[config.mk]
export PLATFORM = sky130hd
export DESIGN_NAME = mtsl_search
export DESIGN_NICKNAME = d
export VERILOG_FILES = /design/src/hdl/mtsl_pkg.sv /design/src/hdl/mtsl_search.sv
export SDC_FILE = /design/constraint.sdc
export NUM_CORES = 1
export LEC_CHECK = 0
export BUFFER_PORTS_ARGS = -buffer_cell sky130_fd_sc_hd__buf_2
export CAP_MARGIN = 20
export CORE_MARGIN = 10
export CORE_UTILIZATION = 45
export CTS_CLUSTER_SIZE = 24
export DETAILED_ROUTE_END_ITERATION = 8
export GPL_ROUTABILITY_DRIVEN = 0
export PLACE_DENSITY_LB_ADDON = 0.08
export SLEW_MARGIN = 20
export SYNTH_ARGS = -nofsm -noshare
export SYNTH_HDL_FRONTEND = slang
export SYNTH_SLANG_ARGS = --single-unit
[constraint.sdc]
create_clock -name clk -period 7.4 [get_ports clk]
set_input_delay 1.48 -clock clk [delete_from_list [all_inputs] [get_ports clk]]
set_output_delay 1.48 -clock clk [all_outputs]
set_load 0.02 [all_outputs]
[src/hdl/mtsl_pkg.sv]
package mtsl_pkg;

  localparam int MAX_LEN = 1024;
  localparam int ADDR_W  = $clog2(MAX_LEN);
  localparam int LEN_W   = 11;
  localparam int DATA_W  = 32;

  // Register index of list_length on the configuration port.
  localparam logic REG_LIST_LENGTH = 1'b0;

  // Handshake between the loader and the search unit.
  typedef struct packed {
    logic              start;
    logic [ADDR_W-1:0] last;
    logic              out_free;
  } srch_cmd_t;

  typedef struct packed {
    logic              busy;
    logic              done;
    logic [DATA_W-1:0] result;
  } srch_stat_t;

endpackage

[src/hdl/mtsl_search.sv]
module mtsl_search
  import mtsl_pkg::*;
(
  input  logic              clk,
  input  logic              rst,
  input  srch_cmd_t         cmd,
  output srch_stat_t        stat,
  output logic [ADDR_W-1:0] raddr_a,
  output logic [ADDR_W-1:0] raddr_b,
  input  logic [DATA_W-1:0] rdata_a,
  input  logic [DATA_W-1:0] rdata_b
);

  localparam logic [2:0] S_IDLE  = 3'd0;
  localparam logic [2:0] S_CHECK = 3'd1;
  localparam logic [2:0] S_CMP   = 3'd2;
  localparam logic [2:0] S_LO    = 3'd3;
  localparam logic [2:0] S_HI    = 3'd4;

  logic [2:0]        state, state_next;
  logic [ADDR_W-1:0] la, ra, lb, rb;
  logic [ADDR_W-1:0] la_next, ra_next, lb_next, rb_next;
  logic [DATA_W-1:0] lo_a, lo_b;
  logic [ADDR_W:0]   sum_a, sum_b;
  logic [ADDR_W-1:0] ma, mb, span;
  logic              even, a_less, lo_less;
  logic [DATA_W-1:0] pick_x, pick_y;
  logic              done;

  assign sum_a  = {1'b0, la} + {1'b0, ra};
  assign sum_b  = {1'b0, lb} + {1'b0, rb};
  assign ma     = sum_a[ADDR_W:1];
  assign mb     = sum_b[ADDR_W:1];
  assign span   = ra - la;
  // An even number of remaining elements means the index span is odd.
  assign even   = span[0];
  assign a_less = $signed(rdata_a) < $signed(rdata_b);

  // Final step: with A[la] below B[lb] the answer is min(A[ra], B[lb]),
  // otherwise min(A[la], B[rb]).
  assign lo_less = $signed(lo_a) < $signed(lo_b);
  assign pick_x  = lo_less ? rdata_a : lo_a;
  assign pick_y  = lo_less ? lo_b : rdata_b;

  always_comb begin
    state_next = state;
    la_next    = la;
    ra_next    = ra;
    lb_next    = lb;
    rb_next    = rb;
    raddr_a    = la;
    raddr_b    = lb;
    done       = 1'b0;
    unique case (state)
      S_IDLE: begin
        if (cmd.start) begin
          la_next    = '0;
          ra_next    = cmd.last;
          lb_next    = '0;
          rb_next    = cmd.last;
          state_next = S_CHECK;
        end
      end
      S_CHECK: begin
        if (span >= ADDR_W'(2)) begin
          raddr_a    = ma;
          raddr_b    = mb;
          state_next = S_CMP;
        end else begin
          state_next = S_LO;
        end
      end
      S_CMP: begin
        if (a_less) begin
          la_next = even ? ma + 1'b1 : ma;
          rb_next = mb;
        end else begin
          ra_next = ma;
          lb_next = even ? mb + 1'b1 : mb;
        end
        state_next = S_CHECK;
      end
      S_LO: begin
        raddr_a    = ra;
        raddr_b    = rb;
        state_next = S_HI;
      end
      S_HI: begin
        // The read addresses stay put, so the read data holds while waiting.
        raddr_a = ra;
        raddr_b = rb;
        if (cmd.out_free) begin
          done       = 1'b1;
          state_next = S_IDLE;
        end
      end
      default: state_next = S_IDLE;
    endcase
  end

  assign stat.done   = done;
  assign stat.busy   = state != S_IDLE;
  assign stat.result = ($signed(pick_x) < $signed(pick_y)) ? pick_x : pick_y;

  always_ff @(posedge clk) begin
    if (rst) begin
      state <= S_IDLE;
      la    <= '0;
      ra    <= '0;
      lb    <= '0;
      rb    <= '0;
    end else begin
      state <= state_next;
      la    <= la_next;
      ra    <= ra_next;
      lb    <= lb_next;
      rb    <= rb_next;
    end
  end

  always_ff @(posedge clk) begin
    if (state == S_LO) begin
      lo_a <= rdata_a;
      lo_b <= rdata_b;
    end
  end

endmodule

-- Word-level counts from Yosys, hierarchy flattened
Index checks and enable logic that the tools add are counted.
- flip-flop bits (word level): 107
- input bits: 78
- eq/ne operators: 8
- $add $sub $neg: 5
- mux-type cells: 25
- reductions and logical operators: 7
- order comparisons: 4
- operators with widths (operator ; number):
    $pmux 10 s2 ; 6
    $mux 10 ; 10
    $lt 32x32->1 ; 3
    $mux 32 ; 3
    $add 10x10->11 ; 2
    $add 10x1->10 const B ; 2
    $pmux 3 s5 ; 1
    $ge 10x2->1 const B ; 1
    $sub 10x10->10 ; 1
    $ne 2x2->1 const B ; 4
    $eq 3x2->1 const B ; 2
    $mux 3 ; 2
    $reduce_and 3->1 ; 2
    $eq 3x1->1 const B ; 1
    $eq 3x3->1 const B ; 1
    $logic_not 3->1 ; 1
    $mux 1 ; 3
    $reduce_bool 3->1 ; 1
    $reduce_and 2->1 ; 1
    $reduce_bool 2->1 ; 1
    $reduce_or 2->1 ; 1

-- Longest topological paths before layout
Gate-level depths: netlist (run 1).
- depth in word-level cells: 5
- gate-level depth with buffers: 25
- gate-level depth less buffers: 21

-- Least setup slack after synthesis (run 1)
No wires, ideal clock.
- path kind: reg2out
- start point: register lo_a[31]
- end point: output stat[10] (netlist name)
- buffers on the path: 4
- required time: 5920 ps
- cell stages (with the launch flop): 22
- slack: 1066 ps
- arrival: 4854 ps
- cell sequence: edfxtp_1 > ha_1 > nand4_1 > or4_1 > a31oi_1 > nor3_1 > or2_1 > buf_2 > buf_2 > clkbuf_1 > o21ai_0 > inv_1 > ha_1 > a2111oi_0 > o21ai_0 > a21oi_1 > nand3_1 > o311ai_4 > nand3_1 > o21ai_2 > buf_6 > mux2i_1
- RTL lines (element ; line ; RTL):
    start: declaration ; mtsl_search.sv:23 ; logic [DATA_W-1:0] lo_a, lo_b;
    start signal: assignment ; mtsl_search.sv:123 ; lo_a <= rdata_a;
    end: declaration ; mtsl_search.sv:7 ; output srch_stat_t stat,

==> impl_metrics.json, run 1 <==
{
  "finalInstanceArea_mm2": 0.0104,
  "drive_gt1_share_pct": 16.4,
  "dieArea_mm2": 0.0265,
  "netlist.area_leader.share_pct": 20.9,
  "grt_usage_pct": 18.9,
  "place_ws_ps": 357,
  "ant_nets": 0,
  "ys_ff_latch": 107,
  "netlist_area_mm2": 0.00918,
  "clk_path_buf_depth": 2,
  "synth_most_common_cell": "inv_1",
  "dr.pass1.iters": 5,
  "io_buffers": 131,
  "final_util_pct": 51.8,
  "outcome": "completed",
  "cts_inserted_buffers": 9,
  "cap_viol_max_count": 0,
  "placed_area_mm2": 0.0101,
  "final.setup.worst_slack_ps": 328,
  "diodes": 0,
  "fin_crit_ps": 7070,
  "crit_type": "flop to output port",
  "ys_types": 75,
  "syn-instance-count": 1047,
  "min_period_over_period_pct": 95.6,
  "cts_tree": "yes",
  "pwr_density_cell_mw_per_mm2": 155,
  "dp_cells": 1418,
  "setup_viol": 0,
  "wl_mm": 26.2,
  "area_delta_synth_final_pct": 13.8,
  "ys_top_cells_by_area": "edfxtp_1 (21%), ha_1 (17%), dfxtp_1 (9.4%)",
  "async_flop_share_pct": 0,
  "cts_root_buf": "clkbuf_16",
  "p_int_mw": 1.08,
  "nets": 1368,
  "setup_tns_ps": 0,
  "avgSynthCellArea_um2": 8.77,
  "grt_start_max_net_pins": 55,
  "cp.arrival_ps": 5590,
  "viasPerCell": 5.51,
  "wl_per_cell_um": 18.2,
  "combPwrFrac_pct": 28.0,
  "drv_slew": 0,
  "switching_share_pct": 33.0,
  "clock_skew_ps": 12.8,
  "hold_violations": 0,
  "synth-main-ff-cell": "edfxtp_1",
  "rows": 52,
  "synth_nets": 1251,
  "die_x_um": 163,
  "power_frac_seq_pct": 41.3,
  "die_h_um": 163,
  "setup.worst_path.end_class": "output port",
  "insertion_delay_ps": 370,
  "crit_required_ps": 5920,
  "critPathLaunchType": "flop",
  "clock.fmax_mhz": 141,
  "seq_area_frac_synth_pct": 30.3,
  "clkPwrFrac_pct": 30.7,
  "slew_headroom_pct": 28.1,
  "power_leakage_nw": 4.94,
  "htree_levels": 3,
  "ys_top_cells_by_count": "inv_1 (149), ha_1 (123), a21oi_1 (92)",
  "grt_pass1_vias": 7750,
  "path_max_fanout": 22,
  "tightest_slew_ps": 1070,
  "synth_top_area_cell": "edfxtp_1",
  "irDropWorstVdd_mv": 0.107,
  "coreArea_mm2": 0.0202,
  "stdcell_count": 1438,
  "grt-ovfl-total": 0,
  "yosys_warnings": 0,
  "io_pins": 132,
  "netSwitchingPower_uw": 532,
  "vias": 7922,
  "start_util_pct": 45.5,
  "post-dp-hpwl_mm": 19.9,
  "dr.first_iter.drc_count": 483,
  "hold_buffers": 0,
  "hp-class": "flop to flop",
  "cts_sinks": 107,
  "antenna_found_initial": 0,
  "grt_pass1_wl_mm": 40.6,
  "route.detailed.drc": 0,
  "cts.clk_slew.worst_paths_ps": 70,
  "synth_edf_count": 64
}
==> worst max-delay path, stage by stage (launching register included) <==
cell	delay, ps
edfxtp_1	390
ha_1	330
nand4_1	160
or4_1	600
a31oi_1	300
nor3_1	130
or2_2	520
o21ai_0	310
inv_1	70
ha_1	290
nand4_1	160
or3_1	420
nor4_2	260
o311ai_4	120
buf_4	190
o21ai_4	300
buf_12	200
mux2_4	320
buf_2	160
==> registers in the layout, indices dropped and copies added (netlist names) <==
name	cells
rb	10
ra	10
lo_b	32
la	10
lb	10
lo_a	32
state	3
==> cell usage in the layout, fill, tap and decap left out, types with 5 or more instances in the layout <==
master	instances
a211oi_1	5
a21o_1	26
a21oi_1	92
a222oi_1	15
a311oi_1	8
and2_1	6
buf_2	131
buf_4	10
clkbuf_16	10
dfxtp_1	43
edfxtp_1	64
ha_1	123
inv_1	148
mux2_2	10
mux2_4	10
mux2i_1	49
nand2_1	69
nand2b_1	13
nand3_1	19
nand4_1	20
nor2_1	62
nor2b_1	10
nor3_1	20
o211ai_1	12
o21a_1	6
o21ai_0	57
o2bb2ai_1	7
xnor2_1	17
xor2_1	14
==> final timing paths <==
check / startpoint / endpoint / slack [ps] / cells after the start
max reg2reg: la[1]$_SDFFE_PP0P_ / la[7]$_SDFFE_PP0P_ / 4280 / 10
min reg2reg: lb[8]$_SDFFE_PP0P_ / lb[8]$_SDFFE_PP0P_ / 500 / 2
min: lb[8]$_SDFFE_PP0P_ / lb[8]$_SDFFE_PP0P_ / 500 / 2
max: lo_a[27]$_DFFE_PN_ / stat[14] / 330 / 18
==> routing by layer <==
metal	up-vias	track usage, %	part of all wire (%)
met4	0	4.63	1.8
met5	-	0	0
li1	4020	-	-
met2	194	31.6	47
met1	3678	24.4	46
met3	30	3.67	5.2
==> power groups by stage <==
stage          clock (mW)  sequential, mW  combinational, mW
3_5_place_dp            0           0.681              0.444
5_1_grt             0.527           0.670              0.498
4_1_cts             0.509           0.667              0.452
6_report            0.497           0.667              0.452
2_1_floorplan           0           0.673              0.307
3_3_place_gp            0           0.681              0.443
==> cell families (layout without fill, tap and decap cells) <==
kind of cell / after synthesis / in the layout / share of synthesized area [%]
buffers and inverters: 188 / 308 / 8.09
xor gates and xnor gates: 31 / 31 / 2.96
adders and majority gates: 126 / 126 / 17.4
DFF: 107 / 107 / 30.3
AOI/OAI and AO/OA: 275 / 275 / 19.7
muxes: 69 / 69 / 8.20
and+or+nand+nor: 251 / 252 / 13.4
==> through the flow <==
step	total power, mW	hold slack (ps)
final	1.62	502
after global routing	1.69	531
after CTS	1.63	498
after detailed placement	1.13	487
after global placement	1.12	475
after floorplan	0.980	453
==> area by class of cell <==
| class | count | area (um^2) |
|---|---|---|
| clock buffer | 12 | 268 |
| clock inverter | 3 | 22.5 |
| fill | 1960 | 9730 |
| inverter | 149 | 559 |
| multi-input combinational | 753 | 5680 |
| sequential | 107 | 2780 |
| tap | 270 | 338 |
| timing repair buffer | 144 | 791 |
==> repair_timing <==
item | in CTS | in global routing
resized for setup | 0 | 1
endpoints found under the setup margin | 8 | 30
setup buffers | 3 | 1
pin swaps | 0 | 1
gates cloned | 0 | 1
(Power assumes the default switching activity.)
==> run 2, diff against run 1 <==
--- a/config.mk
+++ b/config.mk
@@ -12,7 +12,7 @@
 export CTS_CLUSTER_SIZE = 24
 export DETAILED_ROUTE_END_ITERATION = 8
 export GPL_ROUTABILITY_DRIVEN = 0
-export PLACE_DENSITY_LB_ADDON = 0.08
+export PLACE_DENSITY_LB_ADDON = 0.2
 export SLEW_MARGIN = 20
 export SYNTH_ARGS = -nofsm -noshare
 export SYNTH_HDL_FRONTEND = slang
==> impl_metrics.json, run 2 (synthesis results as in run 1) <==
{
  "cp.arrival_ps": 5570,
  "hold_buffers": 0,
  "placed_area_mm2": 0.0101,
  "finalInstanceArea_mm2": 0.0105,
  "grt_pass1_wl_mm": 41.0,
  "die_x_um": 163,
  "pwr_density_cell_mw_per_mm2": 151,
  "cts.clk_slew.worst_paths_ps": 70,
  "clock_skew_ps": 7.14,
  "min_period_over_period_pct": 95.2,
  "route.detailed.drc": 0,
  "path_max_fanout": 11,
  "critPathLaunchType": "flop",
  "dieArea_mm2": 0.0265,
  "start_util_pct": 45.5,
  "crit_type": "flop to output port",
  "dp_cells": 1417,
  "post-dp-hpwl_mm": 19.8,
  "final_cell_mix": "inv_1 (148), buf_2 (131), ha_1 (123)",
  "final_common_cell": "inv_1",
  "clock.fmax_mhz": 142,
  "power_leakage_nw": 4.95,
  "coreArea_mm2": 0.0202,
  "cts_inserted_buffers": 9,
  "rsz0062_at_grt": "no",
  "insertion_delay_ps": 350,
  "hold_depth": 2,
  "cts_sinks": 107,
  "cts_tree": "yes",
  "area_delta_synth_final_pct": 14.0,
  "dr.pass1.iters": 5,
  "io_buffers": 131,
  "dr.first_iter.drc_count": 476,
  "stdcell_count": 1442,
  "grt-ovfl-total": 0,
  "setup.worst_path.end_class": "output port",
  "cap_viol_max_count": 0,
  "vias": 8048,
  "grt_start_max_net_pins": 53,
  "rows": 52,
  "htree_levels": 3,
  "io_pins": 132,
  "outcome": "completed",
  "wl_mm": 26.0,
  "ff2ff_path_depth": 10,
  "die_h_um": 163,
  "diodes": 0,
  "viasPerCell": 5.58,
  "cts_root_buf": "clkbuf_16",
  "place_ws_ps": 425,
  "drv_slew": 0,
  "drive_gt1_share_pct": 16.9,
  "largestRegisters": "lo_a (32), lo_b (32)",
  "crit_required_ps": 5920,
  "tightest_slew_ps": 1070,
  "ant_nets": 0,
  "grt_pass1_vias": 8020,
  "whs_ps": 491,
  "setup_tns_ps": 0,
  "nets": 1371,
  "irDropWorstVdd_mv": 0.112,
  "slew_headroom_pct": 27.8,
  "hp-class": "flop to flop",
  "wl_per_cell_um": 18.0,
  "fin_crit_ps": 7050,
  "final.setup.worst_slack_ps": 354,
  "grt_usage_pct": 18.9,
  "clk_path_buf_depth": 2,
  "setup_viol": 0,
  "antenna_found_initial": 0,
  "hold_violations": 0
}
[run 2: final cells by class]
type                            count  area, um^2
Fill cell                        1958        9700
Multi-Input combinational cell    754        5710
Sequential cell                   107        2780
Timing Repair Buffer              146         811
Inverter                          149         559
Tap cell                          270         338
Clock buffer                       12         246
Clock inverter                      4        26.3
[run 2: where the power goes]
part,switching (mW),internal [mW],total [mW]
sequential,0.0182,0.648,0.666
clock,0.225,0.238,0.463
combinational,0.275,0.180,0.455
total,0.518,1.07,1.58
[run 2: routing by layer]
metal,up-vias,routed length (um),global-route usage (%)
li1,4015,-,-
met2,221,12200,31.7
met1,3788,11800,24.4
met4,0,297,3.98
met3,24,1690,4.20
met5,-,0,0
[run 2: worst max-delay path, stage by stage, from the launching register on]
cell,delay (ps)
edfxtp_1,390
ha_1,340
nand4_1,160
or4_1,620
a31oi_2,290
nor3_2,100
or2_2,420
o21ai_0,320
inv_1,80
ha_1,290
nand4_1,200
or3_1,430
nor4_2,250
o311ai_4,140
buf_4,180
o21ai_4,270
buf_12,210
mux2i_1,280
buf_2,220
[run 2: repair_timing]
| item | CTS | global route |
|---|---|---|
| buffers inserted | 0 | 6 |
| resized for setup | 0 | 8 |
| endpoints found under the setup margin | 0 | 31 |
[run 2: final timing paths]
check / slack [ps] / startpoint / endpoint
max reg2reg: 4160 / la[1]$_SDFFE_PP0P_ / la[7]$_SDFFE_PP0P_
min reg2reg: 490 / lb[8]$_SDFFE_PP0P_ / lb[8]$_SDFFE_PP0P_
max: 350 / lo_a[31]$_DFFE_PN_ / stat[15]
min: 490 / lb[8]$_SDFFE_PP0P_ / lb[8]$_SDFFE_PP0P_
[run 2: through the flow]
step | utilization, % | total power [mW]
after global placement | 50.0 | 1.12
after floorplan | - | 0.980
final | 51.9 | 1.58
after global routing | 51.9 | 1.66
after CTS | 51.4 | 1.58
after detailed placement | 50.0 | 1.12
